===== src/sv/rig_pkg.sv =====
`timescale 1ns / 1ps

package rig_pkg;

  localparam int BASE_W = 10;

  localparam logic [BASE_W-1:0] MIN_BASE = 10'd2;

  typedef enum logic [5:0] {
    S_IDLE = 6'b000001,
    S_DIV  = 6'b000010,
    S_MULM = 6'b000100,
    S_MULD = 6'b001000,
    S_FDIV = 6'b010000,
    S_DONE = 6'b100000
  } state_t;

endpackage


===== src/sv/radical_inverse_generator.sv =====
`timescale 1ns / 1ps

// Each digit is a bit-serial division over L dividend bits, where L is INDEX_BITS for the
// first digit and the bit length of the remaining quotient for each later one, followed by
// the multiply states S_MULM and S_MULD; a long division then forms the fraction bits, and
// an index of 0 or a base below 2 goes straight to that final division.
// Throughput: one item at a time; the single shared subtractor does every division step.
// Reset clears the sequencer and the output valid flag; no storage needs clearing.
module radical_inverse_generator #(
  parameter int INDEX_BITS    = 31,
  parameter int FRACTION_BITS = 32
) (
  input  logic                          clk,
  input  logic                          rst,
  input  logic                          in_valid,
  output logic                          in_ready,
  input  logic [INDEX_BITS-1:0]         index,
  input  logic [rig_pkg::BASE_W-1:0]    base,
  output logic                          out_valid,
  input  logic                          out_ready,
  output logic [FRACTION_BITS-1:0]      fraction
);

  localparam int BW    = rig_pkg::BASE_W;
  localparam int WIDE  = INDEX_BITS + BW;
  localparam int SUB_W = WIDE + 1;
  localparam int MAXC  = (INDEX_BITS > FRACTION_BITS) ? INDEX_BITS : FRACTION_BITS;
  localparam int CNT_W = $clog2(MAXC + 1);
  localparam int IDX_W = $clog2(INDEX_BITS);

  rig_pkg::state_t state;

  logic [INDEX_BITS-1:0]    work;
  logic [INDEX_BITS-1:0]    q;
  logic [BW-1:0]            r;
  logic [BW-1:0]            b_reg;
  logic [CNT_W-1:0]         cnt;
  logic [CNT_W-1:0]         qlen;
  logic [WIDE-1:0]          mirrored;
  logic [WIDE-1:0]          denom;
  logic [WIDE-1:0]          rem;
  logic [FRACTION_BITS-1:0] quot;

  logic [CNT_W-1:0] cnt_m1;
  logic             cur_bit;
  logic [BW:0]      r_sh;
  logic [SUB_W-1:0] sub_a;
  logic [SUB_W-1:0] sub_b;
  logic             sub_ge;
  logic [SUB_W-1:0] sub_diff;
  logic [WIDE-1:0]  mul_a;
  logic [BW-1:0]    mul_c;
  logic [WIDE-1:0]  mul_y;

  assign in_ready = (state == rig_pkg::S_IDLE);

  assign cnt_m1  = cnt - CNT_W'(1);
  assign cur_bit = work[cnt_m1[IDX_W-1:0]];
  assign r_sh    = {r, cur_bit};

  // The subtractor is shared by the digit division and the final long division.
  always_comb begin
    if (state == rig_pkg::S_FDIV) begin
      sub_a = {rem, 1'b0};
      sub_b = {1'b0, denom};
    end else begin
      sub_a = {{(SUB_W-BW-1){1'b0}}, r_sh};
      sub_b = {{(SUB_W-BW){1'b0}}, b_reg};
    end
  end

  rig_sub #(.W(SUB_W)) u_sub (
    .a    (sub_a),
    .b    (sub_b),
    .ge   (sub_ge),
    .diff (sub_diff)
  );

  always_comb begin
    if (state == rig_pkg::S_MULM) begin
      mul_a = mirrored;
      mul_c = r;
    end else begin
      mul_a = denom;
      mul_c = '0;
    end
  end

  rig_mul #(.W(WIDE)) u_mul (
    .a (mul_a),
    .m (b_reg),
    .c (mul_c),
    .y (mul_y)
  );

  always_ff @(posedge clk) begin
    if (rst) begin
      state     <= rig_pkg::S_IDLE;
      out_valid <= 1'b0;
    end else begin
      if (out_valid && out_ready && state != rig_pkg::S_DONE) begin
        out_valid <= 1'b0;
      end
      unique case (state)
        rig_pkg::S_IDLE: begin
          if (in_valid) begin
            b_reg    <= base;
            work     <= index;
            q        <= '0;
            r        <= '0;
            qlen     <= '0;
            mirrored <= '0;
            denom    <= WIDE'(1);
            rem      <= '0;
            if (base < rig_pkg::MIN_BASE || index == '0) begin
              cnt   <= CNT_W'(FRACTION_BITS);
              state <= rig_pkg::S_FDIV;
            end else begin
              cnt   <= CNT_W'(INDEX_BITS);
              state <= rig_pkg::S_DIV;
            end
          end
        end
        rig_pkg::S_DIV: begin
          if (sub_ge) begin
            r <= sub_diff[BW-1:0];
          end else begin
            r <= r_sh[BW-1:0];
          end
          q <= {q[INDEX_BITS-2:0], sub_ge};
          if (sub_ge && qlen == '0) begin
            qlen <= cnt;
          end
          cnt <= cnt_m1;
          if (cnt == CNT_W'(1)) begin
            state <= rig_pkg::S_MULM;
          end
        end
        rig_pkg::S_MULM: begin
          mirrored <= mul_y;
          state    <= rig_pkg::S_MULD;
        end
        rig_pkg::S_MULD: begin
          denom <= mul_y;
          work  <= q;
          q     <= '0;
          r     <= '0;
          qlen  <= '0;
          if (q == '0) begin
            rem   <= mirrored;
            cnt   <= CNT_W'(FRACTION_BITS);
            state <= rig_pkg::S_FDIV;
          end else begin
            cnt   <= qlen;
            state <= rig_pkg::S_DIV;
          end
        end
        rig_pkg::S_FDIV: begin
          if (sub_ge) begin
            rem <= sub_diff[WIDE-1:0];
          end else begin
            rem <= sub_a[WIDE-1:0];
          end
          quot <= {quot[FRACTION_BITS-2:0], sub_ge};
          cnt  <= cnt_m1;
          if (cnt == CNT_W'(1)) begin
            state <= rig_pkg::S_DONE;
          end
        end
        rig_pkg::S_DONE: begin
          if (!out_valid || out_ready) begin
            fraction  <= quot;
            out_valid <= 1'b1;
            state     <= rig_pkg::S_IDLE;
          end
        end
        default: begin
          state <= rig_pkg::S_IDLE;
        end
      endcase
    end
  end

endmodule


===== src/sv/rig_sub.sv =====
`timescale 1ns / 1ps

module rig_sub #(
  parameter int W = 43
) (
  input  logic [W-1:0] a,
  input  logic [W-1:0] b,
  output logic         ge,
  output logic [W-1:0] diff
);

  logic [W:0] full;

  assign full = {1'b0, a} - {1'b0, b};
  assign ge   = ~full[W];
  assign diff = full[W-1:0];

endmodule


===== src/sv/rig_mul.sv =====
`timescale 1ns / 1ps

module rig_mul #(
  parameter int W = 42
) (
  input  logic [W-1:0]                 a,
  input  logic [rig_pkg::BASE_W-1:0]   m,
  input  logic [rig_pkg::BASE_W-1:0]   c,
  output logic [W-1:0]                 y
);

  logic [W+rig_pkg::BASE_W-1:0] full;

  assign full = ({{rig_pkg::BASE_W{1'b0}}, a} * {{W{1'b0}}, m})
              + {{W{1'b0}}, c};
  assign y    = full[W-1:0];

endmodule

===== config.mk =====
export PLATFORM = sky130hd
export DESIGN_NAME = radical_inverse_generator
export DESIGN_NICKNAME = d
export VERILOG_FILES = /design/src/sv/rig_pkg.sv /design/src/sv/radical_inverse_generator.sv /design/src/sv/rig_sub.sv /design/src/sv/rig_mul.sv
export SDC_FILE = /design/constraint.sdc
export NUM_CORES = 1
export LEC_CHECK = 0
export ABC_AREA = 1
export BUFFER_PORTS_ARGS = -buffer_cell sky130_fd_sc_hd__buf_2
export CAP_MARGIN = 40
export CORE_ASPECT_RATIO = 0.8
export CORE_MARGIN = 3
export CORE_UTILIZATION = 40
export CTS_CLUSTER_DIAMETER = 80
export DETAILED_ROUTE_END_ITERATION = 10
export GPL_TIMING_DRIVEN = 0
export PLACE_DENSITY_LB_ADDON = 0.08
export SYNTH_ARGS = -nofsm -noshare
export SYNTH_HDL_FRONTEND = slang
export SYNTH_SLANG_ARGS = --single-unit

===== constraint.sdc =====
create_clock -name clk -period 11.2 [get_ports clk]
set_clock_uncertainty 0.2 [all_clocks]
set_input_delay 0.56 -clock clk [delete_from_list [all_inputs] [get_ports clk]]
set_output_delay 0.56 -clock clk [all_outputs]
set_load 0.01 [all_outputs]

# [Yosys cells after proc, flatten, opt, wreduce, memory -nomap -nowiden]
# Index checks and enable logic that the tools add are counted.
[totals] output_inout_bits=34 wordCells=97 reg_bits=288
[classes] bitwise_logic=2 addsub=3 magnitude_cmp=2 muxes=37 n_reduce_logical=25 n_mul=1 eq_ne=14
[op_table] op="two-way mux 41 bit" count=6
[op_table] op="case mux 41 bit (2 select lines)" count=2
[op_table] op="case mux 41 bit (3 select lines)" count=1
[op_table] op="case mux 31 bit (3 select lines)" count=1
[op_table] op="logical NOT 31 bit" count=2
[op_table] op="two-way mux 31 bit" count=2
[op_table] op="case mux 31 bit (2 select lines)" count=1
[op_table] op="two-way mux 6 bit" count=9
[op_table] op="subtractor 42 x 41 -> 43 bit" count=1
[op_table] op="two-way mux 42 bit" count=1
[op_table] op="adder 41 x 10 -> 41 bit" count=1
[op_table] op="multiplier 41 x 10 -> 41 bit" count=1
[op_table] op="case mux 6 bit (3 select lines)" count=2
[op_table] op="case mux 6 bit (6 select lines)" count=1
[op_table] op="two-way mux 10 bit" count=3
[op_table] op="case mux 10 bit (3 select lines)" count=1
[op_table] op="AND reduction 3 bit" count=6
[op_table] op="equality test 6 x 1 -> 1 bit (second input constant)" count=2
[op_table] op="AND reduction 4 bit" count=3
[op_table] op="less-than comparator 10 x 2 -> 1 bit (second input constant)" count=1
[op_table] op="two-way mux 5 bit" count=2
[op_table] op="inequality test 2 bit (second input constant)" count=5
[op_table] op="nonzero test 3 bit" count=3
[op_table] op="equality test 6 x 2 -> 1 bit (second input constant)" count=1
[op_table] op="other kinds (18)" count=26

# [Logic depth before layout (Yosys ltp)]
[logic_depth] word_depth=9 ltp_mapped=34 mapped_depth_nobuf=33

# [Hierarchy]
# From an unflattened synthesis, not the netlist that was laid out.
[hier_totals] hier_cells=3889 area_unflattened_um2=29141.7
[modules_own_cells] module="radical_inverse_generator" cells_each=1318 n_inst=1 seq_area_each_um2=8578.2 area_per_inst_um2=12963.7
[modules_own_cells] module="rig_mul" cells_each=1858 n_inst=1 seq_area_each_um2=0.0 area_per_inst_um2=12776.0
[modules_own_cells] module="rig_sub" cells_each=713 n_inst=1 seq_area_each_um2=0.0 area_per_inst_um2=3402.0

# [Least setup slack after synthesis]
# OpenSTA, ideal clock, no wires.
[synth_path] path_kind="flip-flop to flip-flop" start="register state[5]" end="register rem[0] (enable)" slack_ns=4.310 synth_period_minus_slack_ns=6.890 setup_ns=0.439 path_stages_with_launch=9 t_arrival_ns=6.250 path_cell_list="dfxtp_1 -> nor2_1 -> buf_2 -> nand4_1 -> nand2_1 -> inv_1 -> nor2_1 -> nor2_1 -> nor2_1"
[synth_via] elab_chain_len=3 elab_cells_between_ends=7
[synth_lines] element="start, declared" line="radical_inverse_generator.sv:31" rtl="rig_pkg::state_t state;"
[synth_lines] element="start signal, assigned" line="radical_inverse_generator.sv:98" rtl="state <= rig_pkg::S_IDLE;"
[synth_lines] element="start signal, assigned" line="radical_inverse_generator.sv:117" rtl="state <= rig_pkg::S_FDIV;"
[synth_lines] element="start signal, assigned" line="radical_inverse_generator.sv:120" rtl="state <= rig_pkg::S_DIV;"
[synth_lines] element="equality test 6 x 4 -> 1 bit (tied with other cells)" line="radical_inverse_generator.sv:104" rtl="unique case (state)"
[synth_lines] element="inequality test 2 bit (no line) / nonzero test 3 bit (equally long branches)"
[synth_lines] element="AND reduction 4 bit (no line) (*)"
[synth_lines] element="end signal, assigned" line="radical_inverse_generator.sv:150" rtl="rem <= mirrored;"
[synth_lines] element="end signal, assigned" line="radical_inverse_generator.sv:160" rtl="rem <= sub_diff[WIDE-1:0];"
[synth_lines] element="end signal, assigned" line="radical_inverse_generator.sv:162" rtl="rem <= sub_a[WIDE-1:0];"
[synth_lines] element="end, declared" line="radical_inverse_generator.sv:41" rtl="logic [WIDE-1:0] rem;"
# Every way passes the cells marked *; elsewhere a longest branch is shown, timed or not.
# A chain may end at the register's enable or synchronous reset.

# [Final worst setup path]
[layout_path] start="register state[5]" end="register mirrored[38], data pin"
[layout_via] elab_chain_len=5 elab_cells_between_ends=7
[layout_lines] element="equality test 6 x 3 -> 1 bit" line="radical_inverse_generator.sv:80, radical_inverse_generator.sv:104"
[layout_lines] element="two-way mux 41 bit" line="radical_inverse_generator.sv:80" rtl="if (state == rig_pkg::S_MULM) begin"
[layout_lines] element="multiplier 41 x 10 -> 41 bit" line="rig_mul.sv:14" rtl="assign full = ({{rig_pkg::BASE_W{1'b0}}, a} * {{W{1'b0}}, m})"
[layout_lines] element="adder 41 x 10 -> 41 bit" line="rig_mul.sv:15" rtl="+ {{W{1'b0}}, c};"
[layout_lines] element="case mux 41 bit (2 select lines) (*)" line="radical_inverse_generator.sv:104"
[layout_lines] element="end signal, assigned" line="radical_inverse_generator.sv:140" rtl="mirrored <= mul_y;"
[layout_lines] element="end, declared" line="radical_inverse_generator.sv:39" rtl="logic [WIDE-1:0] mirrored;"
# Marked as above.

==> impl_metrics.json <==
{
  "grtUsageTotal_pct": 26.6,
  "dp_cells": 4365,
  "place.gp.congestion": 0.981,
  "rsz0062_at_grt": "false",
  "cp-end-kind": "flip-flop",
  "place.detailed.hpwl_um": 80100,
  "rows": 85,
  "maxCapViolations": 0,
  "post_cts_buffers": 0,
  "clk_latency_ns": 0.54,
  "cp_data_required_time_ns": 11.26,
  "critPathLaunchType": "flip-flop",
  "area_growth_pct": 11.7,
  "netlist.area_leader.share_pct": 30.9,
  "synthCells": 3330,
  "drtIter0Drc": 2274,
  "cts_tree": "yes",
  "utilization_pct": 45.2,
  "synth.avg_cell_area_um2": 8.20,
  "htree_levels": 2,
  "synth-seq-cells": 288,
  "cp_data_arrival_time_ns": 8.17,
  "hold_ws_ns": 0.0244,
  "syn_area_um2": 27300,
  "synth-main-ff-cell": "edfxtp_1",
  "synth.area.top_cells": "edfxtp_1 31%, fa_1 21%, nand2_1 9.3%",
  "antenna_found_initial": 0,
  "async_flop_share_pct": 0,
  "port-buffer-count": 78,
  "critPathMaxFanout": 10,
  "grt_pass1_vias": 23200,
  "clock.fmax_mhz": 123,
  "slowest_stage": "clkbuf_1",
  "dieArea_um2": 71500,
  "critPathKind": "flip-flop to flip-flop",
  "ios": 79,
  "slowest_delay_ns": 0.57,
  "setup_viol": 0,
  "yosys_warnings": 0,
  "maxSlewHeadroom_pct": 37.1,
  "largest_registers": "denom x41, mirrored x41, rem x41",
  "drive_above_1_share_pct": 6.85,
  "syn_nets": 3787,
  "dieWidth_um": 298,
  "final_nets": 3952,
  "drc": 0,
  "cp_common_cell": "inv_1",
  "stdcell_count": 4432,
  "ant_nets": 0,
  "dieHeight_um": 240,
  "grt_pass1_wl_um": 143000,
  "clockBufferDepth": 3,
  "synth.top_cells.by_count": "679 x nand2_1, 632 x inv_1, 499 x nor2_1, 281 x edfxtp_1, 280 x fa_1",
  "viasPerCell": 5.28,
  "hold_viol": 0,
  "ys_seq_area_share_pct": 31.4,
  "core-area_um2": 67400,
  "drt-total-wl_um": 95300,
  "status": "complete, no violations",
  "tightest_slew_ns": 0.936,
  "min_period_ns": 8.10,
  "hp-class": "input port to flip-flop",
  "routedWlPerCell_um": 21.5,
  "route.vias.total": 23400,
  "overflow": 0,
  "grt_max_degree": 32,
  "cts_made_buffers": 36,
  "clk_pin_slew_ns": 0.06,
  "synth_largest_area_cell": "edfxtp_1",
  "root_buffer": "clkbuf_16",
  "synth_edf_count": 281,
  "setup_tns_ns": 0,
  "initial_core_util_pct": 40.5,
  "drv_slew": 0,
  "drt_pass1_iterations": 7,
  "synth_most_common_cell": "nand2_1",
  "fin_crit_sh_pct": 72.3,
  "synth_cell_types": 44,
  "clkSinkCount": 288
}
worst max-delay path, delay by kind of cell, from the launching register on:
family,cells,cell delay [ns]
XOR/XNOR,1,0.21
AO/OA/AOI/OAI,1,0.29
buffers and inverters,10,2.07
adder cells (fa/ha/maj),6,2.90
flip-flops,1,0.40
AND/OR/NAND/NOR,10,1.72
cell type report:
type / instances / area, um2
antenna: 1 / 2.50
clock buffer: 46 / 938
multi-input combinational: 2300 / 16000
sequential: 288 / 8580
tap: 913 / 1140
fill: 6853 / 36900
timing repair buffer: 127 / 911
clock inverter: 15 / 148
buffer: 103 / 419
inverter: 639 / 2400
cells in the final DEF (no fill, tap or decap), drive strengths merged, types with 25 or more instances in the layout:
cell      n
edfxtp  281
or2      38
ha      132
a21oi   113
xor2     37
o21ai   193
buf     149
nand3    97
nor2    502
xnor2    25
nand2   680
fa      280
clkbuf  122
inv     636
nand4    60
path summary, 6_finish.rpt:
kind	cells after the start	slack (ns)	end	from
hold / removal	1	0.02	b_reg[9]$_DFFE_PP_	base[9]
hold reg to reg	0	0.22	fraction[31]$_DFFE_PP_	quot[31]$_DFFE_PP_
setup / recovery	28	3.10	mirrored[38]$_SDFFCE_PN0P_	state[5]$_SDFFE_PP0P_
setup reg to reg	28	3.10	mirrored[38]$_SDFFCE_PN0P_	state[5]$_SDFFE_PP0P_
repair_timing:
item	4_1_cts	5_1_grt
resized for setup	0	0
hold endpoints to repair	5	0
hold buffers	5	0
layer usage:
metal	global-route usage (%)	up-vias	part of all wire (%)
li1	-	10800	-
met1	40.8	11600	48
met2	39.1	867	42
met3	3.49	122	7.1
met4	7.62	0	2.9
met5	0	-	0
per-stage QoR:
step	setup WS, ns	cell area (um2)
global route	2.68	30500
floorplan	4.31	27300
finish	3.10	30500
detailed placement	3.11	29400
CTS	3.10	30500
global placement	0.675	28800
cells by family after synthesis:
family | count (synthesis) | share of synthesized area, %
AO/OA/AOI/OAI | 403 | 8.21
XOR/XNOR | 62 | 1.99
adder cells (fa/ha/maj) | 412 | 26.6
buffers and inverters | 742 | 10.3
flip-flops | 288 | 31.4
AND/OR/NAND/NOR | 1423 | 21.5
Power is not shown: default switching activity piles up to over one toggle a cycle in this logic, so the estimate is an artifact.
